### src/rtl/acc_pkg.sv
// ----------------------------------------------------------------------------
// Alarm clock controller package
// Types, codes, reset values and small helper functions of the alarm clock.
// ----------------------------------------------------------------------------
package acc_pkg;

    // Clock modes.
    localparam logic [2:0] MODE_NORMAL    = 3'd0;
    localparam logic [2:0] MODE_SET_HOUR  = 3'd1;
    localparam logic [2:0] MODE_SET_MIN   = 3'd2;
    localparam logic [2:0] MODE_SET_AHOUR = 3'd3;
    localparam logic [2:0] MODE_SET_AMIN  = 3'd4;

    // Key scan codes.
    localparam logic [7:0] KEY_NONE  = 8'h00;
    localparam logic [7:0] KEY_SETUP = 8'h11;
    localparam logic [7:0] KEY_ALARM = 8'h81;
    localparam logic [7:0] KEY_PLUS  = 8'h18;
    localparam logic [7:0] KEY_MINUS = 8'h28;

    // Item kinds carried on the input user bit.
    localparam logic CMD_TICK = 1'b0;
    localparam logic CMD_KEY  = 1'b1;

    // Register indexes on the configuration port.
    localparam logic [2:0] REG_TICKS_PER_SECOND = 3'd0;
    localparam logic [2:0] REG_BLINK_HALF_POINT = 3'd1;
    localparam logic [2:0] REG_RING_DURATION    = 3'd2;
    localparam logic [2:0] REG_SETUP_TIMEOUT    = 3'd3;
    localparam logic [2:0] REG_BEEP_DURATION    = 3'd4;

    // Register reset values.
    localparam logic [15:0] RST_TICKS_PER_SECOND = 16'd1000;
    localparam logic [15:0] RST_BLINK_HALF_POINT = 16'd500;
    localparam logic [15:0] RST_RING_DURATION    = 16'd5000;
    localparam logic [15:0] RST_SETUP_TIMEOUT    = 16'd30000;
    localparam logic [15:0] RST_BEEP_DURATION    = 16'd300;

    // Counter limits.
    localparam logic [5:0] SIXTY      = 6'd60;
    localparam logic [5:0] HOURS_DAY  = 6'd24;

    // Widths of the streams.
    localparam int RESULT_W = 21;
    localparam int M_DATA_W = 24;

    // Clock state.
    typedef struct packed {
        logic [2:0]  mode;
        logic [4:0]  hours;
        logic [5:0]  minutes;
        logic [5:0]  seconds;
        logic [15:0] subsecond;
        logic [4:0]  alarm_hours;
        logic [5:0]  alarm_minutes;
        logic [15:0] idle_count;
        logic [15:0] beep_left;
        logic [15:0] ring_left;
        logic        blink;
        logic        alarm_fired;
    } t_state;

    // One result word; the last member lands in the lowest bits.
    typedef struct packed {
        logic       alarm_store;
        logic       buzzer_on;
        logic       led_on;
        logic       minute_blank;
        logic       hour_blank;
        logic [3:0] minute_ones;
        logic [2:0] minute_tens;
        logic [3:0] hour_ones;
        logic [1:0] hour_tens;
        logic [2:0] mode;
    } t_result;

    // Count up with wrap to zero at the limit.
    function automatic logic [5:0] step_up(input logic [5:0] v, input logic [5:0] lim);
        logic [6:0] inc;
        inc = {1'b0, v} + 7'd1;
        return (inc >= {1'b0, lim}) ? 6'd0 : inc[5:0];
    endfunction

    // Count down with wrap to the limit less one.
    function automatic logic [5:0] step_down(input logic [5:0] v, input logic [5:0] lim);
        return (v == 6'd0) ? (lim - 6'd1) : (v - 6'd1);
    endfunction

    // Tens digit of a value below sixty four.
    function automatic logic [2:0] tens_of(input logic [5:0] v);
        logic [2:0] t;
        if (v >= 6'd60)      t = 3'd6;
        else if (v >= 6'd50) t = 3'd5;
        else if (v >= 6'd40) t = 3'd4;
        else if (v >= 6'd30) t = 3'd3;
        else if (v >= 6'd20) t = 3'd2;
        else if (v >= 6'd10) t = 3'd1;
        else                 t = 3'd0;
        return t;
    endfunction

endpackage

### src/rtl/acc_display.sv
// ----------------------------------------------------------------------------
// Alarm clock display decode
// Turns the clock state into display digits, blanking, LED and buzzer level.
// ----------------------------------------------------------------------------
module acc_display (
    input  acc_pkg::t_state  i_state,
    input  logic [15:0]      i_blink_half_point,
    input  logic             i_store,
    output acc_pkg::t_result o_result
);

    logic       alarm_mode;
    logic       hour_mode;
    logic       minute_mode;
    logic [5:0] shown_hour;
    logic [5:0] shown_minute;
    logic [2:0] hour_tens;
    logic [2:0] minute_tens;
    logic [5:0] hour_ones;
    logic [5:0] minute_ones;

    // Which field is being edited, and which value is on show.
    assign alarm_mode   = (i_state.mode == acc_pkg::MODE_SET_AHOUR) ||
                          (i_state.mode == acc_pkg::MODE_SET_AMIN);
    assign hour_mode    = (i_state.mode == acc_pkg::MODE_SET_HOUR) ||
                          (i_state.mode == acc_pkg::MODE_SET_AHOUR);
    assign minute_mode  = (i_state.mode == acc_pkg::MODE_SET_MIN) ||
                          (i_state.mode == acc_pkg::MODE_SET_AMIN);
    assign shown_hour   = alarm_mode ? {1'b0, i_state.alarm_hours} : {1'b0, i_state.hours};
    assign shown_minute = alarm_mode ? i_state.alarm_minutes : i_state.minutes;

    // Decimal digits by comparison and a constant multiply.
    assign hour_tens   = acc_pkg::tens_of(shown_hour);
    assign minute_tens = acc_pkg::tens_of(shown_minute);
    assign hour_ones   = shown_hour - ({3'b0, hour_tens} * 6'd10);
    assign minute_ones = shown_minute - ({3'b0, minute_tens} * 6'd10);

    // Assemble the result word.
    always_comb begin
        o_result.mode         = i_state.mode;
        o_result.hour_tens    = hour_tens[1:0];
        o_result.hour_ones    = hour_ones[3:0];
        o_result.minute_tens  = minute_tens;
        o_result.minute_ones  = minute_ones[3:0];
        o_result.hour_blank   = hour_mode && !i_state.blink;
        o_result.minute_blank = minute_mode && !i_state.blink;
        o_result.led_on       = alarm_mode && i_state.blink;
        o_result.alarm_store  = i_store;
        if (i_state.beep_left != 16'd0) begin
            o_result.buzzer_on = 1'b1;
        end else if (i_state.ring_left != 16'd0) begin
            o_result.buzzer_on = (i_state.subsecond < i_blink_half_point);
        end else begin
            o_result.buzzer_on = 1'b0;
        end
    end

endmodule

### src/rtl/alarm_clock_controller_core.sv
// ----------------------------------------------------------------------------
// Alarm clock controller core
// Twenty-four-hour alarm clock driven by tick and key words, with a result
// word of display digits and flags for every input word.
//
// Channel  Direction  Content
// s_axis   in         tuser: cmd; tdata: key_code
// m_axis   out        tdata: mode, digits, blanking, LED, buzzer, store strobe
// apb      in/out     five 16-bit registers at byte addresses 0 to 16
//
// One word is taken per cycle while the output can accept it; its result
// is registered in the output register, computed by the combinational
// next-state logic that reads the clock state registers directly.
// Synchronous reset sets state and config registers; no clearing pass.
// A new word is taken while the output register is empty or being read out.
// ----------------------------------------------------------------------------
module alarm_clock_controller_core (
    input  logic        i_clk,
    input  logic        i_rst_n,
    // Input stream
    input  logic        s_axis_tvalid,
    output logic        s_axis_tready,
    input  logic [7:0]  s_axis_tdata,   // [7:0] key_code
    input  logic        s_axis_tuser,   // [0] cmd
    // Result stream
    output logic        m_axis_tvalid,
    input  logic        m_axis_tready,
    // [2:0] mode, [4:3] hour_tens, [8:5] hour_ones, [11:9] minute_tens,
    // [15:12] minute_ones, [16] hour_blank, [17] minute_blank, [18] led_on,
    // [19] buzzer_on, [20] alarm_store, [23:21] zero
    output logic [23:0] m_axis_tdata,
    // Configuration port
    input  logic        psel,
    input  logic        penable,
    input  logic        pwrite,
    input  logic [4:0]  paddr,
    input  logic [31:0] pwdata,
    output logic [31:0] prdata,
    output logic        pready
);

    logic [15:0]      r_ticks_per_second;
    logic [15:0]      r_blink_half_point;
    logic [15:0]      r_ring_duration;
    logic [15:0]      r_setup_timeout;
    logic [15:0]      r_beep_duration;
    acc_pkg::t_state  r_state;
    acc_pkg::t_state  n_state;
    logic             n_store;
    acc_pkg::t_result n_result;
    acc_pkg::t_result r_result;
    logic             r_out_valid;
    logic             in_accept;
    logic             cfg_write;
    logic [2:0]       reg_index;

    // Configuration registers.
    assign pready    = 1'b1;
    assign cfg_write = psel && penable && pwrite && pready;
    assign reg_index = paddr[4:2];

    always_ff @(posedge i_clk) begin
        if (!i_rst_n) begin
            r_ticks_per_second <= acc_pkg::RST_TICKS_PER_SECOND;
            r_blink_half_point <= acc_pkg::RST_BLINK_HALF_POINT;
            r_ring_duration    <= acc_pkg::RST_RING_DURATION;
            r_setup_timeout    <= acc_pkg::RST_SETUP_TIMEOUT;
            r_beep_duration    <= acc_pkg::RST_BEEP_DURATION;
        end else if (cfg_write) begin
            case (reg_index)
                acc_pkg::REG_TICKS_PER_SECOND: r_ticks_per_second <= pwdata[15:0];
                acc_pkg::REG_BLINK_HALF_POINT: r_blink_half_point <= pwdata[15:0];
                acc_pkg::REG_RING_DURATION:    r_ring_duration    <= pwdata[15:0];
                acc_pkg::REG_SETUP_TIMEOUT:    r_setup_timeout    <= pwdata[15:0];
                acc_pkg::REG_BEEP_DURATION:    r_beep_duration    <= pwdata[15:0];
                default: begin
                end
            endcase
        end
    end

    // Register read-back.
    always_comb begin
        case (reg_index)
            acc_pkg::REG_TICKS_PER_SECOND: prdata = {16'd0, r_ticks_per_second};
            acc_pkg::REG_BLINK_HALF_POINT: prdata = {16'd0, r_blink_half_point};
            acc_pkg::REG_RING_DURATION:    prdata = {16'd0, r_ring_duration};
            acc_pkg::REG_SETUP_TIMEOUT:    prdata = {16'd0, r_setup_timeout};
            acc_pkg::REG_BEEP_DURATION:    prdata = {16'd0, r_beep_duration};
            default:                       prdata = 32'd0;
        endcase
    end

    // Handshake: the output register parts the two sides.
    assign s_axis_tready = !r_out_valid || m_axis_tready;
    assign in_accept     = s_axis_tvalid && s_axis_tready;

    // Next clock state for the word on the input.
    always_comb begin
        logic [15:0] sub_inc;
        logic [15:0] idle_inc;
        sub_inc  = r_state.subsecond + 16'd1;
        idle_inc = r_state.idle_count + 16'd1;
        n_state  = r_state;
        n_store  = 1'b0;
        if (s_axis_tuser == acc_pkg::CMD_TICK) begin
            // Time of day and the alarm check at each second wrap.
            n_state.subsecond = sub_inc;
            if (sub_inc >= r_ticks_per_second) begin
                n_state.subsecond = 16'd0;
                n_state.seconds   = acc_pkg::step_up(r_state.seconds, acc_pkg::SIXTY);
                if (n_state.seconds == 6'd0) begin
                    n_state.minutes = acc_pkg::step_up(r_state.minutes, acc_pkg::SIXTY);
                    if (n_state.minutes == 6'd0) begin
                        n_state.hours = 5'(acc_pkg::step_up({1'b0, r_state.hours},
                                                            acc_pkg::HOURS_DAY));
                    end
                end
                if ((r_state.mode == acc_pkg::MODE_NORMAL) &&
                    (n_state.hours == r_state.alarm_hours) &&
                    (n_state.minutes == r_state.alarm_minutes)) begin
                    if (!r_state.alarm_fired) begin
                        n_state.ring_left   = r_ring_duration;
                        n_state.alarm_fired = 1'b1;
                    end
                end else begin
                    n_state.alarm_fired = 1'b0;
                end
            end
            if ((n_state.subsecond == r_blink_half_point) || (n_state.subsecond == 16'd0)) begin
                n_state.blink = !r_state.blink;
            end
            // Setup timeout ends a setting mode with a beep.
            if (r_state.mode != acc_pkg::MODE_NORMAL) begin
                n_state.idle_count = idle_inc;
                if (idle_inc >= r_setup_timeout) begin
                    n_state.mode       = acc_pkg::MODE_NORMAL;
                    n_state.idle_count = 16'd0;
                    n_state.beep_left  = r_beep_duration;
                end
            end
            // Beep and ring timers run down.
            if (n_state.beep_left != 16'd0) begin
                n_state.beep_left = n_state.beep_left - 16'd1;
            end
            if (n_state.ring_left != 16'd0) begin
                n_state.ring_left = n_state.ring_left - 16'd1;
            end
        end else if (s_axis_tdata != acc_pkg::KEY_NONE) begin
            // Any key beeps, clears the timeout and stops the ring.
            n_state.beep_left  = r_beep_duration;
            n_state.idle_count = 16'd0;
            n_state.ring_left  = 16'd0;
            unique case (r_state.mode)
                acc_pkg::MODE_NORMAL: begin
                    priority if (s_axis_tdata == acc_pkg::KEY_SETUP) begin
                        n_state.mode = acc_pkg::MODE_SET_HOUR;
                    end else if (s_axis_tdata == acc_pkg::KEY_ALARM) begin
                        n_state.mode = acc_pkg::MODE_SET_AHOUR;
                    end else begin
                    end
                end
                acc_pkg::MODE_SET_HOUR: begin
                    priority if (s_axis_tdata == acc_pkg::KEY_SETUP) begin
                        n_state.mode = acc_pkg::MODE_SET_MIN;
                    end else if (s_axis_tdata == acc_pkg::KEY_PLUS) begin
                        n_state.hours = 5'(acc_pkg::step_up({1'b0, r_state.hours},
                                                            acc_pkg::HOURS_DAY));
                    end else if (s_axis_tdata == acc_pkg::KEY_MINUS) begin
                        n_state.hours = 5'(acc_pkg::step_down({1'b0, r_state.hours},
                                                              acc_pkg::HOURS_DAY));
                    end else begin
                    end
                end
                acc_pkg::MODE_SET_MIN: begin
                    priority if (s_axis_tdata == acc_pkg::KEY_SETUP) begin
                        n_state.mode = acc_pkg::MODE_NORMAL;
                    end else if (s_axis_tdata == acc_pkg::KEY_PLUS) begin
                        n_state.minutes = acc_pkg::step_up(r_state.minutes, acc_pkg::SIXTY);
                    end else if (s_axis_tdata == acc_pkg::KEY_MINUS) begin
                        n_state.minutes = acc_pkg::step_down(r_state.minutes, acc_pkg::SIXTY);
                    end else begin
                    end
                end
                acc_pkg::MODE_SET_AHOUR: begin
                    priority if (s_axis_tdata == acc_pkg::KEY_ALARM) begin
                        n_state.mode = acc_pkg::MODE_SET_AMIN;
                    end else if (s_axis_tdata == acc_pkg::KEY_PLUS) begin
                        n_state.alarm_hours = 5'(acc_pkg::step_up({1'b0, r_state.alarm_hours},
                                                                  acc_pkg::HOURS_DAY));
                    end else if (s_axis_tdata == acc_pkg::KEY_MINUS) begin
                        n_state.alarm_hours = 5'(acc_pkg::step_down(
                                                     {1'b0, r_state.alarm_hours},
                                                     acc_pkg::HOURS_DAY));
                    end else begin
                    end
                end
                default: begin
                    // Alarm minute setting; the alarm key confirms and stores.
                    priority if (s_axis_tdata == acc_pkg::KEY_ALARM) begin
                        n_state.mode = acc_pkg::MODE_NORMAL;
                        n_store      = 1'b1;
                    end else if (s_axis_tdata == acc_pkg::KEY_PLUS) begin
                        n_state.alarm_minutes = acc_pkg::step_up(r_state.alarm_minutes,
                                                                 acc_pkg::SIXTY);
                    end else if (s_axis_tdata == acc_pkg::KEY_MINUS) begin
                        n_state.alarm_minutes = acc_pkg::step_down(r_state.alarm_minutes,
                                                                   acc_pkg::SIXTY);
                    end else begin
                    end
                end
            endcase
        end
    end

    // Display decode of the updated state.
    acc_display u_display (
        .i_state            (n_state),
        .i_blink_half_point (r_blink_half_point),
        .i_store            (n_store),
        .o_result           (n_result)
    );

    // Clock state registers.
    always_ff @(posedge i_clk) begin
        if (!i_rst_n) begin
            r_state <= '{mode: acc_pkg::MODE_NORMAL, blink: 1'b1, default: '0};
        end else if (in_accept) begin
            r_state <= n_state;
        end
    end

    // Output register.
    always_ff @(posedge i_clk) begin
        if (!i_rst_n) begin
            r_out_valid <= 1'b0;
        end else if (in_accept) begin
            r_out_valid <= 1'b1;
        end else if (m_axis_tready) begin
            r_out_valid <= 1'b0;
        end
    end

    always_ff @(posedge i_clk) begin
        if (in_accept) begin
            r_result <= n_result;
        end
    end

    assign m_axis_tvalid = r_out_valid;
    assign m_axis_tdata  = {(acc_pkg::M_DATA_W - acc_pkg::RESULT_W)'(0), r_result};

endmodule

### config.mk
export PLATFORM = sky130hd
export DESIGN_NAME = alarm_clock_controller_core
export DESIGN_NICKNAME = d
export VERILOG_FILES = /design/src/rtl/acc_pkg.sv /design/src/rtl/acc_display.sv /design/src/rtl/alarm_clock_controller_core.sv
export SDC_FILE = /design/constraint.sdc
export NUM_CORES = 1
export LEC_CHECK = 0
export BUFFER_PORTS_ARGS = -buffer_cell sky130_fd_sc_hd__buf_2
export CORE_MARGIN = 2
export CORE_UTILIZATION = 56
export CTS_CLUSTER_DIAMETER = 60
export DETAILED_ROUTE_END_ITERATION = 10
export GPL_ROUTABILITY_DRIVEN = 1
export PLACE_DENSITY = 0.78
export SYNTH_ARGS = -nofsm -noshare
export SYNTH_HDL_FRONTEND = slang
export SYNTH_SLANG_ARGS = --single-unit
### constraint.sdc
create_clock -name i_clk -period 7.4 [get_ports i_clk]
set_clock_uncertainty 0.05 [all_clocks]
set_input_delay 0 -clock i_clk [delete_from_list [all_inputs] [get_ports i_clk]]
set_output_delay 0 -clock i_clk [all_outputs]
set_load 0.01 [all_outputs]
Word level (Yosys, flattened, before mapping)
Index checks and enable logic that the tools add are counted.
- register bits: 199
- output and inout port bits: 59
- logic and storage cells: 208
- $add $sub $neg: 15
- multipliers: 2
- order comparisons: 20
- equality and inequality tests: 19
- mux-type cells: 78
- bitwise logic cells: 2
- reductions and logical operators: 44
- operators with widths (kind ; number):
    $mux 16 ; 7
    $mux 32 ; 3
    $mux 6 ; 14
    $pmux 16 s5 ; 1
    $mux 5 ; 14
    $mux 33 ; 2
    $reduce_bool 16->1 ; 4
    $mux 59 ; 1
    $mux 3 ; 18
    $mux 48 ; 1
    $mux 11 ; 4
    $add 16x1->16 const B ; 2
    $ge 16x16->1 ; 2
    $sub 16x1->16 const B ; 2
    $mux 14 ; 2
    $ge 6x5->1 const B ; 4
    $logic_not 6->1 ; 4
    $add 6x1->7 const B ; 3
    $ge 7x6->1 const B ; 3
    $eq 3x2->1 const B ; 6
    $ge 5x6->1 const B ; 3
    $ge 6x6->1 const B ; 3
    $eq 16x16->1 ; 1
    $eq 8x5->1 const B ; 2
    other kinds (33) ; 74

Depth between registers and ports, before layout
Gate-level depths: netlist (run 1).
- depth in word-level cells: 23
- gate-level depth with buffers: 33

By module
From an unflattened synthesis (run 1), not the netlist that was laid out.
- cells, all modules: 2242
- area total of the unflattened synthesis: 16074.2 um^2
- modules (own cells, without submodules) (module ; times used ; cells each ; area an instance (um^2)):
    alarm_clock_controller_core ; 1 ; 2083 ; 14899.3
    acc_display ; 1 ; 159 ; 1174.9

Worst setup path after synthesis (run 1)
OpenSTA, ideal clock, no wires.
- kind: flip-flop to flip-flop
- start: reg r_state[34] (netlist name)
- end: reg r_result (netlist bit m_axis_tdata[19]), data pin
- library setup time: 261 ps
- data arrival time: 7254 ps
- required time: 7089 ps
- setup slack: -165 ps
- cell stages (with the launch flop): 33
- clock period less this slack: 7565 ps
- cell sequence: dfxtp_1 ha_1 and3_1 and3_1 and3_1 and3_1 clkbuf_1 and3_1 nand3_1 xnor2_1 ha_1 a21o_1 a21oi_1 and2_1 o211ai_1 buf_2 nand2_1 buf_2 buf_2 mux2i_1 ha_1 nor4b_1 nand2_1 nor3_1 a221oi_4 and2_1 nand3_1 a21oi_1 o221a_2 or4_1 or4b_1 or3_1 o32a_1
- cells in the longest elaborated chain, start to end: 9
- elaborated cells on any way between the ends: 10
- RTL lines (what ; RTL line ; text):
    start: declaration ; alarm_clock_controller_core.sv:47 ; acc_pkg::t_state r_state;
    start signal: assignment ; alarm_clock_controller_core.sv:229 ; r_state <= n_state;
    $add 16x1->16 * ; alarm_clock_controller_core.sv:103 ; idle_inc = r_state.idle_count + 16'd1;
    $ge 16x16->1 * ; alarm_clock_controller_core.sv:136 ; if (idle_inc >= r_setup_timeout) begin
    $mux 32 * ; alarm_clock_controller_core.sv:136 ;
    $mux 32 * ; alarm_clock_controller_core.sv:134 ; if (r_state.mode != acc_pkg::MODE_NORMAL) begin
    $mux 32 * ; alarm_clock_controller_core.sv:106 ; if (s_axis_tuser == acc_pkg::CMD_TICK) begin
    $sub 16x1->16 / $reduce_bool 16->1 (equally long branches) ; alarm_clock_controller_core.sv:144, alarm_clock_controller_core.sv:143 ;
    $mux 16 * ; alarm_clock_controller_core.sv:143 ; if (n_state.beep_left != 16'd0) begin
    $mux 48 * ; alarm_clock_controller_core.sv:106 ;
    $reduce_bool 16->1 * ; acc_display.sv:49 ; if (i_state.beep_left != 16'd0) begin
    end signal: assignment ; alarm_clock_controller_core.sv:246 ; r_result <= n_result;
    end: declaration ; alarm_clock_controller_core.sv:51 ; acc_pkg::t_result r_result;
Mark *: on every way between the ends. The rest lies on a longest branch, timed or not. The select of a mux whose other input is x is not followed.
A chain may end at the register's enable or synchronous reset.

Worst setup path in the final report (run 1)
Same ends and word-level chain as after synthesis.

==> summary.txt, run 1 <==
register area share after synthesis - 27.1%
EDFF count, synth - 21
setup TNS - 0 ns
clock latency on the worst-skew pair - 0.46 ns
Inst Count DP - 2436
Reg clk slew, reported paths - 0.08 ns
global-route wire length before repair - 79300 um
maximum clock path buffer count - 2
cts bufs inserted - 17
# DRC - 0
register area - 4200 um2
Crit path largest cell delay - 0.53 ns
Critical Path Fanout Max - 5
FFs w/ async S/R, synth - 0%
Core Rows - 60
Ports - 112
critical path depth - 28
Multi-input gate area - 10400 um2
gp weighted congestion - 0.968
Core Area - 27000 um2
crit path launch - r_state[34]$_SDFFE_PN0P_
H-tree depth - 4
hold_sp - i_rst_n
post-synthesis instance area - 15500 um2
die width - 170 um
Crit Path Class - flip-flop to flip-flop
Fmax - 141 MHz
Worst path slowest cell - or4b_1
Worst EP arrival - 7.26 ns
ys flop type - dfxtp_1
clk sinks - 199
r2r worst-path depth - 28
RR Startpoint - r_state[34]$_SDFFE_PN0P_
Slew @ Worst Pin - 1.15 ns
Initial Util - 57.3%
WL per Instance - 20.1 um
Finish-stage setup viols - 0
antenna violations before repair - 1
fin util - 62.5%
Top cell by count, worst path - and3_2
Cell Area, Placed - 16000 um2
drt pass-1 iters - 6
Hold Crit Depth - 2
final antenna-violating net count - 0
Initial DRC Count - 1928
PwrDens - 163 nW/um2
# fillers - 2450
critical path endpoint category - flip-flop
crit path time final - 7.12 ns
CTS tree - yes
crit share post-route - 96.2%
Slew Limit Headroom - 22.8%
WHS - 0.0800 ns
root buf cell - clkbuf_16
Via density - 6.52
final non-filler cell total - 2490
Yosys reg bits - 199
vias in the first global route - 15025
r2r setup slk - 0.28 ns
critical path required time - 7.54 ns
synth warn - 0
Port Buffers - 73
Avg Inst Size Synth - 7.28 um2
layout cells sized above 1 - 10.8%
Worst VDD drop - 152 uV
worst hold path class - input port to flip-flop
final instance area - 16900 um2
Max Slew Vio Count - 0
Routed WL - 50000 um
Leak - 0.00668 uW
die footprint - 29000 um2
final hold violations - 0
Via Count - 16235
Area Growth Syn to Fin - 9.13%
GRT Overall Usage - 34.4%
post-synth cell types - 94
die height - 170 um
Synth Instances - 2126
status - finished, final reports clean
CP top delay family - simple AND/OR/NAND/NOR gates
MaxCap Viol Count - 0
DP Wirelength - 35400 um
nets - 2256
Buf/Inv on CP - 0
total gr overflow - 0
pin count of the biggest net entering global routing - 101
startpoint types - flip-flop
[layout by cell type, fill, tap and decap left out, types with 16 or more instances in the layout]
cell and instances:
nand2b_1 27, a21o_1 19, buf_4 42, o22ai_1 27, nor3_1 61, or4_1 17, buf_2 73, o21ai_0 109
nand4_1 25, nand3_1 58, o211ai_1 30, edfxtp_1 21, inv_1 99, nand2_1 294, ha_1 64, mux2_2 33
a22oi_1 44, xor2_1 33, o31ai_1 24, a211oi_1 28, clkbuf_16 17, nor2_1 197, or3_1 24, xnor2_1 39
conb_1 20, a21oi_1 205, mux2i_1 39, and3_1 24, nor2b_1 16, dlygate4sd3_1 18, dfxtp_1 175
[what timing repair did]
action                     in CTS  in global routing
pin swaps                       0                  7
resized for setup               1                 30
hold buffers                   18                  0
setup endpoints to repair       1                  1
buffers inserted                0                  4
hold endpoints to repair       81                  0
[per-stage QoR]
| step | worst slack (ns) | total power [uW] |
|---|---|---|
| finish | 0.283 | 2750 |
| global route | -0.0577 | 2860 |
| CTS | 0.0389 | 2730 |
| detailed placement | -0.00169 | 1750 |
| global placement | 0.231 | 1740 |
| floorplan | 0.0165 | 1600 |
[synth_stat cells, drive strengths merged (21+ instances only)]
cell / count / area share [%]
inv: 100 / 2.4
nand2: 298 / 7.2
dfxtp: 178 / 23
o22ai: 27 / 1.1
nand3: 58 / 1.9
clkbuf: 114 / 2.8
a211oi: 31 / 1.6
and3: 31 / 1.3
o31ai: 24 / 1.2
a22oi: 44 / 2.1
xnor2: 41 / 2.3
edfxtp: 21 / 4.1
nor3: 63 / 2.0
nand4: 25 / 1.0
buf: 46 / 1.8
or3: 24 / 0.97
mux2: 36 / 2.6
ha: 65 / 5.3
o21ai: 113 / 3.7
o211ai: 30 / 1.5
nand2b: 27 / 1.1
xor2: 33 / 1.9
a21oi: 208 / 6.8
mux2i: 41 / 2.7
nor2: 199 / 4.8
[power by group]
part           switching (uW)  internal [uW]  total (uW)  leakage (uW)
clock network             477            505         982      0.000297
logic                     357            221         578       0.00473
registers                53.3           1130        1190       0.00165
[layout make-up]
| class | count | area share, % |
|---|---|---|
| tap | 341 | 2.53 |
| inverter | 103 | 2.30 |
| multi-input combinational | 1682 | 61.6 |
| timing repair buffer | 133 | 5.10 |
| clock buffer | 20 | 2.76 |
| sequential | 199 | 24.9 |
| antenna | 1 | 0.0148 |
| clock inverter | 11 | 0.793 |
[per-layer routing]
layer  track usage, %  wire length [um]  vias to the layer above  part of all wire (%)
met4             15.7              2370                        0                   4.7
li1                 -                 -                     7640                     -
met5                0                 0                        -                     0
met2             54.1             22300                      830                    45
met3             7.30              4990                      161                    10
met1             45.2             20300                     7604                    41
[kinds of logic after synthesis]
kind of cell	Yosys count	share of synthesized area, %
xor+xnor	74	4.19
simple gates	836	25.6
flops	199	27.1
mux	77	5.27
compound gates	608	25.2
other cells	2	0.0485
buf+inv	263	7.08
fa+ha+maj	67	5.51
[state kept, by name (all words and copies together) (netlist names)]
| signal | flops |
|---|---|
| r_beep_duration | 16 |
| r_setup_timeout | 16 |
| r_blink_half_point | 16 |
| r_state | 97 |
| r_ring_duration | 16 |
| r_ticks_per_second | 16 |
| m_axis_tvalid | 1 |
| m_axis_tdata | 21 |
[worst paths after layout]
kind,to
max,m_axis_tdata[19]$_SDFFCE_PP1P_
min,r_state[1]$_SDFFE_PN1P_
max reg2reg,m_axis_tdata[19]$_SDFFCE_PP1P_
min reg2reg,r_setup_timeout[9]$_SDFFE_PN0P_
(Power assumes the default switching activity.)
==> inputs of run 2 (changes only) <==
--- a/config.mk
+++ b/config.mk
@@ -5,6 +5,7 @@
 export SDC_FILE = /design/constraint.sdc
 export NUM_CORES = 1
 export LEC_CHECK = 0
+export ABC_AREA = 1
 export BUFFER_PORTS_ARGS = -buffer_cell sky130_fd_sc_hd__buf_2
 export CORE_MARGIN = 2
 export CORE_UTILIZATION = 56
==> run 2 against run 1 <==
Fmax is 5.6% higher. Global-route usage fell by 1.9 points. Sequential power about the same. Final cell count increased by 3.3%. Synthesized cell count grew 3.7%. Sequential share of layout area grew 1.9 points.
==> summary.txt, run 2 <==
gp weighted congestion - 0.992
area share of the largest cell type after synthesis - 24.7%
Initial Util - 57.2%
largest cells by area after synthesis - dfxtp_1 25%, nand2_1 10%, o21ai_0 8.5%
Global Route met3 Usage - 6.71%
Most flops, register - r_state
number of hold buffers added after CTS - 18
WL per Instance - 17.1 um
H-tree depth - 4
Initial DRC Count - 1798
met2 GRT Util - 50.5%
Yosys reg bits - 199
drt pass-1 iters - 6
worst hold path class - input port to flip-flop
Post-CTS Resized - 0
Buf/Inv on CP - 2
commonest non-fill, non-tap cell in the layout - nand2_1
Post-synth top cells - 403 x nand2_1, 312 x inv_1, 246 x o21ai_0
antenna violations before repair - 0
Via density - 5.90
clk sinks - 199
Fmax - 148 MHz
met1 GRT Util - 44.0%
register area - 4190 um2
final hold violations - 0
Largest register FFs - 97
pin count of the biggest net entering global routing - 108
Crit Path Class - flip-flop to flip-flop
Critical Path Fanout Max - 32
Port Buffers - 73
Synth area leader - dfxtp_1
setup TNS - 0 ns
DP Wirelength - 31400 um
status - finished, final reports clean
MaxCap Viol Count - 0
Max Slew Vio Count - 0
cts bufs inserted - 17
Slew Limit Headroom - 26.9%
ys flop type - dfxtp_1
root buf cell - clkbuf_16
CTS tree - yes
clock latency on the worst-skew pair - 0.47 ns
Ports - 112
critical path required time - 7.56 ns
gr busiest metal - met2
maximum clock path buffer count - 2
PwrDens - 196 nW/um2
post-synthesis instance area - 14500 um2
vias in the first global route - 13575
Worst path slowest cell - nand2_1
nets - 2349
post-synth cell types - 62
Finish-stage setup viols - 0
Crit path largest cell delay - 0.62 ns
Multi-input gate area - 8540 um2
layout cells sized above 1 - 7.23%
Slew @ Worst Pin - 1.09 ns
Core Rows - 58
Ant. Diodes - 0
EDFF count, synth - 21
Via Count - 15175
FFs w/ async S/R, synth - 0%
total gr overflow - 0
# DRC - 0
Leak - 0.00752 uW
WHS - 0.0661 ns
global-route wire length before repair - 69500 um
die footprint - 27100 um2
most frequent cells in the layout - 402 x nand2_1, 312 x inv_1, 246 x o21ai_0, 185 x a21oi_1, 182 x nor2_1
die width - 165 um
Worst EP arrival - 6.90 ns
crit path time final - 6.74 ns
critical path endpoint category - flip-flop
startpoint types - flip-flop
setup bufs post-CTS - 0
final antenna-violating net count - 0
crit share post-route - 91.1%
synth warn - 0
GRT Overall Usage - 32.4%
die height - 165 um
Routed WL - 43900 um
Top cell by count, worst path - nand3_1
Core Area - 25300 um2
Avg Inst Size Synth - 6.56 um2
register area share after synthesis - 29.0%
# fillers - 2309
unrepaired setup endpoints after global routing - false
Reg clk slew, reported paths - 0.09 ns
Worst VDD drop - 141 uV
most common cell in the netlist - nand2_1
Area Growth Syn to Fin - 8.49%
Synth Instances - 2204
CP top delay family - simple AND/OR/NAND/NOR gates
-- run 2: cell types whose count changed after synthesis, moves of 31 or more --
| cell | change |
|---|---|
| clkbuf_1 | -31 |
| inv_1 | +213 |
| mux2_2 | -32 |
| mux2i_1 | -41 |
| nand2_1 | +106 |
| nand3_1 | +67 |
| o21ai_0 | +137 |
| xnor2_1 | -32 |
-- run 2: path summary, 6_finish.rpt --
path | from | end | slack (ns) | cells past startpoint
setup / recovery | r_state[36]$_SDFFE_PN0P_ | m_axis_tdata[19]$_SDFFCE_PP1P_ | 0.66 | 29
hold / removal | s_axis_tdata[7] | m_axis_tdata[20]$_SDFFCE_PP0P_ | 0.07 | 5
setup reg to reg | r_state[36]$_SDFFE_PN0P_ | m_axis_tdata[19]$_SDFFCE_PP1P_ | 0.66 | 29
hold reg to reg | r_state[0]$_SDFFE_PN0P_ | r_state[0]$_SDFFE_PN0P_ | 0.42 | 2
-- run 2: metal layers --
metal,part of all wire [%],vias up
met2,44,750
met1,42,6900
met3,10,112
li1,-,7413
met4,3.8,0
met5,0,-
-- run 2: where the power goes --
group	total [uW]	internal [uW]	switching (uW)
clock network	1040	511	532
logic	818	263	555
registers	1220	1170	51.0
-- run 2: cell type report --
class                           instances  share of cell area [%]
Multi-Input combinational cell       1579                    54.5
Sequential cell                       199                    26.7
Inverter                              327                    7.84
Timing Repair Buffer                  105                    4.15
Clock buffer                           17                    2.71
Tap cell                              330                    2.63
Clock inverter                         15                    1.45
-- run 2: cells by family (layout without fill, tap and decap cells) --
kind of cell,after synthesis,in the layout,share of synthesized area [%]
multiplexers,1,1,0.0779
AND/OR/NAND/NOR,841,841,25.6
AO/OA/AOI/OAI,582,582,22.8
adder cells (fa/ha/maj),67,67,5.90
other,2,20,0.0520
XOR/XNOR,68,68,4.17
buffers and inverters,444,464,12.4
flip-flops,199,199,29.0
-- run 2: stage by stage --
stage,power [uW],worst slack [ns],util (%),instance area (um2),cells
2_1_floorplan,1820,2.24,-,14500,2222
3_3_place_gp,2010,0.918,58.8,14800,2522
3_5_place_dp,2030,0.826,58.8,14800,2522
4_1_cts,3070,0.791,62.1,15700,2572
5_1_grt,3240,0.0697,62.1,15700,2572
6_report,3080,0.657,62.1,15700,2572
-- run 2: tightest hold or removal path, cell delays in order --
cell and delay (ns):
buf_2 0.10, inv_1 0.06, nor4_2 0.07, inv_1 0.09, nor3_1 0.07
